<file path="src/rtl/fpps_pkg.sv">
// Shared types and constants for the furthest point pair search block.
// No dependencies; every other file in rtl/ uses this package.
package fpps_pkg;

    localparam int MAX_POINTS_DEF = 256;
    localparam int COORD_BITS_DEF = 16;

    // Fixed widths of the channel fields.
    localparam int IN_COORD_W = 16;
    localparam int IDX_W      = 8;
    localparam int DSQ_W      = 34;
    localparam int DIST_W     = 17;
    localparam int CNT_W      = 9;

    typedef struct packed {
        logic signed [IN_COORD_W-1:0] coord_x;
        logic signed [IN_COORD_W-1:0] coord_y;
        logic signed [IN_COORD_W-1:0] coord_z;
        logic                         last_point;
    } t_in_beat;

    typedef struct packed {
        logic [IDX_W-1:0]  first_index;
        logic [IDX_W-1:0]  second_index;
        logic [DSQ_W-1:0]  dist_squared;
        logic [DIST_W-1:0] pair_distance;
        logic [CNT_W-1:0]  point_count;
        logic              overflow;
    } t_out_beat;

    // Commands from the controller to the datapath.
    typedef struct packed {
        logic load;
        logic best_clear;
        logic scan_init;
        logic scan_issue;
        logic root_start;
        logic emit;
    } t_dp_cmd;

    // Status from the datapath to the controller.
    typedef struct packed {
        logic count_ge2;
        logic pair_last;
        logic pipe_busy;
        logic root_done;
        logic out_free;
    } t_dp_sts;

endpackage

</file>
<file path="src/rtl/fpps_ctrl.sv">
// Controller of the furthest point pair search: load, scan, drain, root, emit.
// Depends on fpps_pkg; drives the datapath only through t_dp_cmd.
module fpps_ctrl (
    input  logic              i_clk,
    input  logic              i_rst_n,
    input  logic              i_in_valid,
    input  logic              i_in_last,
    output logic              o_in_stall,
    output fpps_pkg::t_dp_cmd o_cmd,
    input  fpps_pkg::t_dp_sts i_sts
);
    import fpps_pkg::*;

    localparam logic [2:0] S_LOAD  = 3'd0;
    localparam logic [2:0] S_START = 3'd1;
    localparam logic [2:0] S_SCAN  = 3'd2;
    localparam logic [2:0] S_DRAIN = 3'd3;
    localparam logic [2:0] S_ROOT  = 3'd4;
    localparam logic [2:0] S_EMIT  = 3'd5;

    logic [2:0] r_state;
    logic [2:0] n_state;
    logic       w_load;

    assign w_load = i_in_valid && (r_state == S_LOAD);

    always_comb begin
        n_state          = r_state;
        o_cmd            = '0;
        o_cmd.load       = w_load;
        o_cmd.best_clear = w_load && i_in_last;
        unique case (r_state)
            S_LOAD: begin
                if (w_load && i_in_last) begin
                    n_state = S_START;
                end
            end
            S_START: begin
                if (i_sts.count_ge2) begin
                    o_cmd.scan_init = 1'b1;
                    n_state         = S_SCAN;
                end else begin
                    o_cmd.root_start = 1'b1;
                    n_state          = S_ROOT;
                end
            end
            S_SCAN: begin
                o_cmd.scan_issue = 1'b1;
                if (i_sts.pair_last) begin
                    n_state = S_DRAIN;
                end
            end
            S_DRAIN: begin
                if (!i_sts.pipe_busy) begin
                    o_cmd.root_start = 1'b1;
                    n_state          = S_ROOT;
                end
            end
            S_ROOT: begin
                if (i_sts.root_done) begin
                    n_state = S_EMIT;
                end
            end
            S_EMIT: begin
                if (i_sts.out_free) begin
                    o_cmd.emit = 1'b1;
                    n_state    = S_LOAD;
                end
            end
            default: begin
                n_state = S_LOAD;
            end
        endcase
    end

    always_ff @(posedge i_clk) begin
        if (!i_rst_n) begin
            r_state <= S_LOAD;
        end else begin
            r_state <= n_state;
        end
    end

    assign o_in_stall = (r_state != S_LOAD);

`ifndef ASSERT_OFF
    a_issue_count: assert property (@(posedge i_clk) disable iff (!i_rst_n)
        o_cmd.scan_issue |-> i_sts.count_ge2)
        else $error("pair scan with fewer than two points");

    a_root_idle: assert property (@(posedge i_clk) disable iff (!i_rst_n)
        o_cmd.root_start |-> !i_sts.pipe_busy)
        else $error("square root started before the pipeline drained");

    a_init_issue: assert property (@(posedge i_clk) disable iff (!i_rst_n)
        o_cmd.scan_init |=> o_cmd.scan_issue)
        else $error("scan set up but no pair issued");
`endif

endmodule

</file>
<file path="config.mk">
export PLATFORM = sky130hd
export DESIGN_NAME = fpps_ctrl
export DESIGN_NICKNAME = d
export VERILOG_FILES = /design/src/rtl/fpps_pkg.sv /design/src/rtl/fpps_ctrl.sv
export SDC_FILE = /design/constraint.sdc
export NUM_CORES = 1
export LEC_CHECK = 0
export BUFFER_PORTS_ARGS = -buffer_cell sky130_fd_sc_hd__buf_4
export CORE_AREA = 2 2 39 41
export DETAILED_ROUTE_END_ITERATION = 10
export DIE_AREA = 0 0 41 43
export PLACE_DENSITY = 0.46
export REMOVE_ABC_BUFFERS = 1
export SYNTH_ARGS = -nofsm -noshare
export SYNTH_HDL_FRONTEND = slang
export SYNTH_SLANG_ARGS = --single-unit
</file>
<file path="constraint.sdc">
create_clock -name i_clk -period 1.66 [get_ports i_clk]
set_input_delay 0.249 -clock i_clk [delete_from_list [all_inputs] [get_ports i_clk]]
set_output_delay 0.249 -clock i_clk [all_outputs]
set_load 0.02 [all_outputs]
</file>
# [Yosys cells after proc, flatten, opt, wreduce, memory -nomap -nowiden]
# Index checks and enable logic that the tools add are counted.
[word_totals] ff_bits=3 wordCells=31 in_bits=9 output_inout_bits=7
[op_classes] n_mux=15 reduce_logical=5 n_eq_ne=10
[ops] operator="$mux W3" count=6
[ops] operator="$pmux W3 S6" count=1
[ops] operator="$ne A2 B2 Y1 const B" count=5
[ops] operator="$mux W1" count=7
[ops] operator="$eq A3 B2 Y1 const B" count=2
[ops] operator="$eq A3 B3 Y1 const B" count=2
[ops] operator="$reduce_and A5 Y1" count=1
[ops] operator="$eq A3 B1 Y1 const B" count=1
[ops] operator="$logic_not A3 Y1" count=1
[ops] operator="$reduce_bool A3 Y1" count=1
[ops] operator="$logic_and A1 B1 Y1" count=2
[ops] operator="$pmux W1 S2" count=1

# [Longest topological paths before layout]
[depth] ltp_word=5 depth_mapped=4 ltp_nobuf=3

# [Worst setup path after synthesis]
# OpenSTA, ideal clock, no wires.
[synth_timing] path_kind="reg2out" start="register r_state[0]" end="output o_cmd[4] in the netlist's numbering" t_required_ns=1.411 slack_ns=0.084 arrival_time_ns=1.327 stages_incl_launch_ff=4 n_path_buf=1 path_cell_list="dfxtp_1 > buf_4 > or3_2 > nor2_1"
[synth_rtl] item="start, declared" line="fpps_ctrl.sv:21" rtl="logic [2:0] r_state;"
[synth_rtl] item="start signal, assigned" line="fpps_ctrl.sv:80" rtl="r_state <= n_state;"
[synth_rtl] item="end, declared" line="fpps_ctrl.sv:9" rtl="output fpps_pkg::t_dp_cmd o_cmd,"

==> results.cfg <==
[floorplan]
io_pins = 16
start_util = 0.1890
rows = 14
die-width_um = 41
core_area_um2 = 1384
die_h_um = 43
die_area_um2 = 1763

[hold_path]
hp-start = i_rst_n
min_path_type = in -> reg

[cts]
cts_max_path_buffers = 2
ctsHoldBuffers = 0
clkLatencyLatePin_ps = 230
h-tree-depth = 1
cts-root-buf = clkbuf_4
cts_inserted_buffers = 3
cts_tree = built
clk_pin_slew_ps = 40
clkSinkCount = 3

[drt]
wirelength_met1_um = 305
top_layer = met3
drc = 0
met2_length_um = 294
wl_per_cell_um = 9.818
first_pass_iters = 2
drt_iter0_markers = 2
routed_via_density = 4.364
ant_nets = 0
drt_wl_total_um = 648
met3_length_um = 47
vias = 288

[yosys]
syn_avg_cell_area_um2 = 8.172
syn_area_um2 = 261.5
ys_warn_count = 0
netlist.area_leader.share = 0.2297
syn_inst = 32
synth_top_area_cell = dfxtp_1
seq_area_frac_synth = 0.2297
synth_area_leaders = dfxtp_1, buf_4, nand2b_1, o211ai_2, inv_1
synth_cell_type_count = 23
synth-seq-cells = 3

[timing]
setup_viol = 0
clock.fmax_mhz = 629.5
worst_pin_slew_ps = 257.5
hold_slack_ps = 274.9
fin_setup_tns_ps = 0
period_needed_ps = 1589
finClkSkew_ps = 1.693
final-hold-violation-count = 0
fin_crit_sh = 0.9570
drv_slew = 0
rsz0062_at_grt = false
max-slew-margin-rel = 0.8281

[cells_and_area]
fin_cells = 66
n_antenna_cell = 0
drive_gt1_frac = 0.5200
nets = 60
reg.largest.list = r_state (3)
top_register = r_state
final_core_util = 0.3002
largest_reg_flops = 3
areaGrowthSynthToFinish_pct = 58.85

[power_and_ir_drop]
power_density_nw_per_um2 = 951.8
ir_drop_mv = 0.3428
total_power_mw = 0.3954
leakagePower_nw = 0.1831

[critical_path]
rr_endpoint = r_state[0]
r2r-start = r_state[2]
startpoint = r_state[0]
worstSetupEndpoint = o_cmd[4]
endpoint_kind = output port
cp_max_fo = 7
cp.required_ps = 1410
critical_path_arrival_ps = 1340
cp-start-kind = flip-flop
worst-setup-path-type = reg -> out
reg2reg_setup_slack_ps = 440
worstRegToRegCells = 3

[placed_design]
routabilityCongestion = 0.6766
placedCellCount = 62
port_buffers = 15
post-dp-hpwl_um = 516.7

[grt]
grt_pass1_vias = 279
grt-ovfl-total = 0
grt_usage = 0.09428
grt_max_degree = 10
antenna_found_initial = 0
grt_pass1_wl_um = 1083

[status]
outcome = completed

[job]
max_cap_viol_count = 0
## layout make-up
| type | count | area (µm²) |
|---|---|---|
| clock buffers | 4 | 26.28 |
| multi-input cells | 24 | 175.2 |
| repair buffers | 16 | 120.1 |
| well taps | 16 | 20.02 |
| inverters | 3 | 11.26 |
| flip-flops and latches | 3 | 62.56 |
| fillers | 166 | 968.4 |
## worst min path at each step
stage	endpoint	slack (ps)	depth (start not counted)
2_1_floorplan	r_state[0]	390	1
3_3_place_gp	r_state[2]	520	2
3_5_place_dp	r_state[0]	520	2
4_1_cts	r_state[0]	270	2
5_1_grt	r_state[0]	270	2
6_report	r_state[0]	270	2
## worst max-delay path, stage by stage (launching register included)
cell	delay [ps]
dfxtp_2	340
or3_2	510
nor2_1	120
buf_4	140
## cell families (layout without fill, tap and decap cells)
group | after synthesis | after routing | share of synthesized area
compound gates | 9 | 9 | 0.2871
buf+inv | 5 | 23 | 0.1005
simple gates | 15 | 15 | 0.3828
flops | 3 | 3 | 0.2297
## layer usage
layer / vias up / track usage
met1: 126 / 0.1154
li1: 151 / -
met3: 0 / 0.01571
met2: 11 / 0.1250
met5: - / 0
met4: 0 / 0.1000
## Yosys cell counts (all sizes together)
library cell / instances
o211ai: 2
and4: 1
o2111a: 1
o2bb2ai: 1
inv: 3
a211oi: 1
nand3b: 1
buf: 2
nor3b: 1
dfxtp: 3
nor2b: 1
and2b: 2
or3b: 1
nor2: 3
and3: 1
a2bb2oi: 1
nand2b: 2
nand2: 1
a211o: 1
or3: 1
a21oi: 2
## per-stage QoR
step | worst slack (ps) | instance area (µm²)
3_3_place_gp | 284.4 | 386.6
3_5_place_dp | 279.0 | 386.6
4_1_cts | 23.27 | 412.9
5_1_grt | 10.14 | 415.4
6_report | 71.44 | 415.4
2_1_floorplan | 132.4 | 246.5
## what timing repair did
item	4_1_cts	5_1_grt
endpoints found under the setup margin	0	2
resized for setup	0	2
setup buffers	0	0
## where the power goes
part,leakage (nW),switching (mW),internal [mW]
clock network,0.0150,0.0358,0.0900
registers,0.0253,0.0184,0.0840
logic,0.143,0.0809,0.0864
## placed cells by master, fill, tap and decap left out, drive strengths merged
cell type / instances
a21oi: 2
clkbuf: 4
nor2: 3
and3: 1
nand2b: 2
nor2b: 1
and2b: 2
o2111a: 1
a2bb2oi: 1
o211ai: 2
o2bb2ai: 1
inv: 3
and4: 1
nand3b: 1
dfxtp: 3
or3b: 1
a211oi: 1
nand2: 1
buf: 16
or3: 1
nor3b: 1
a211o: 1
Note: power is estimated with default switching activity, not from simulation.
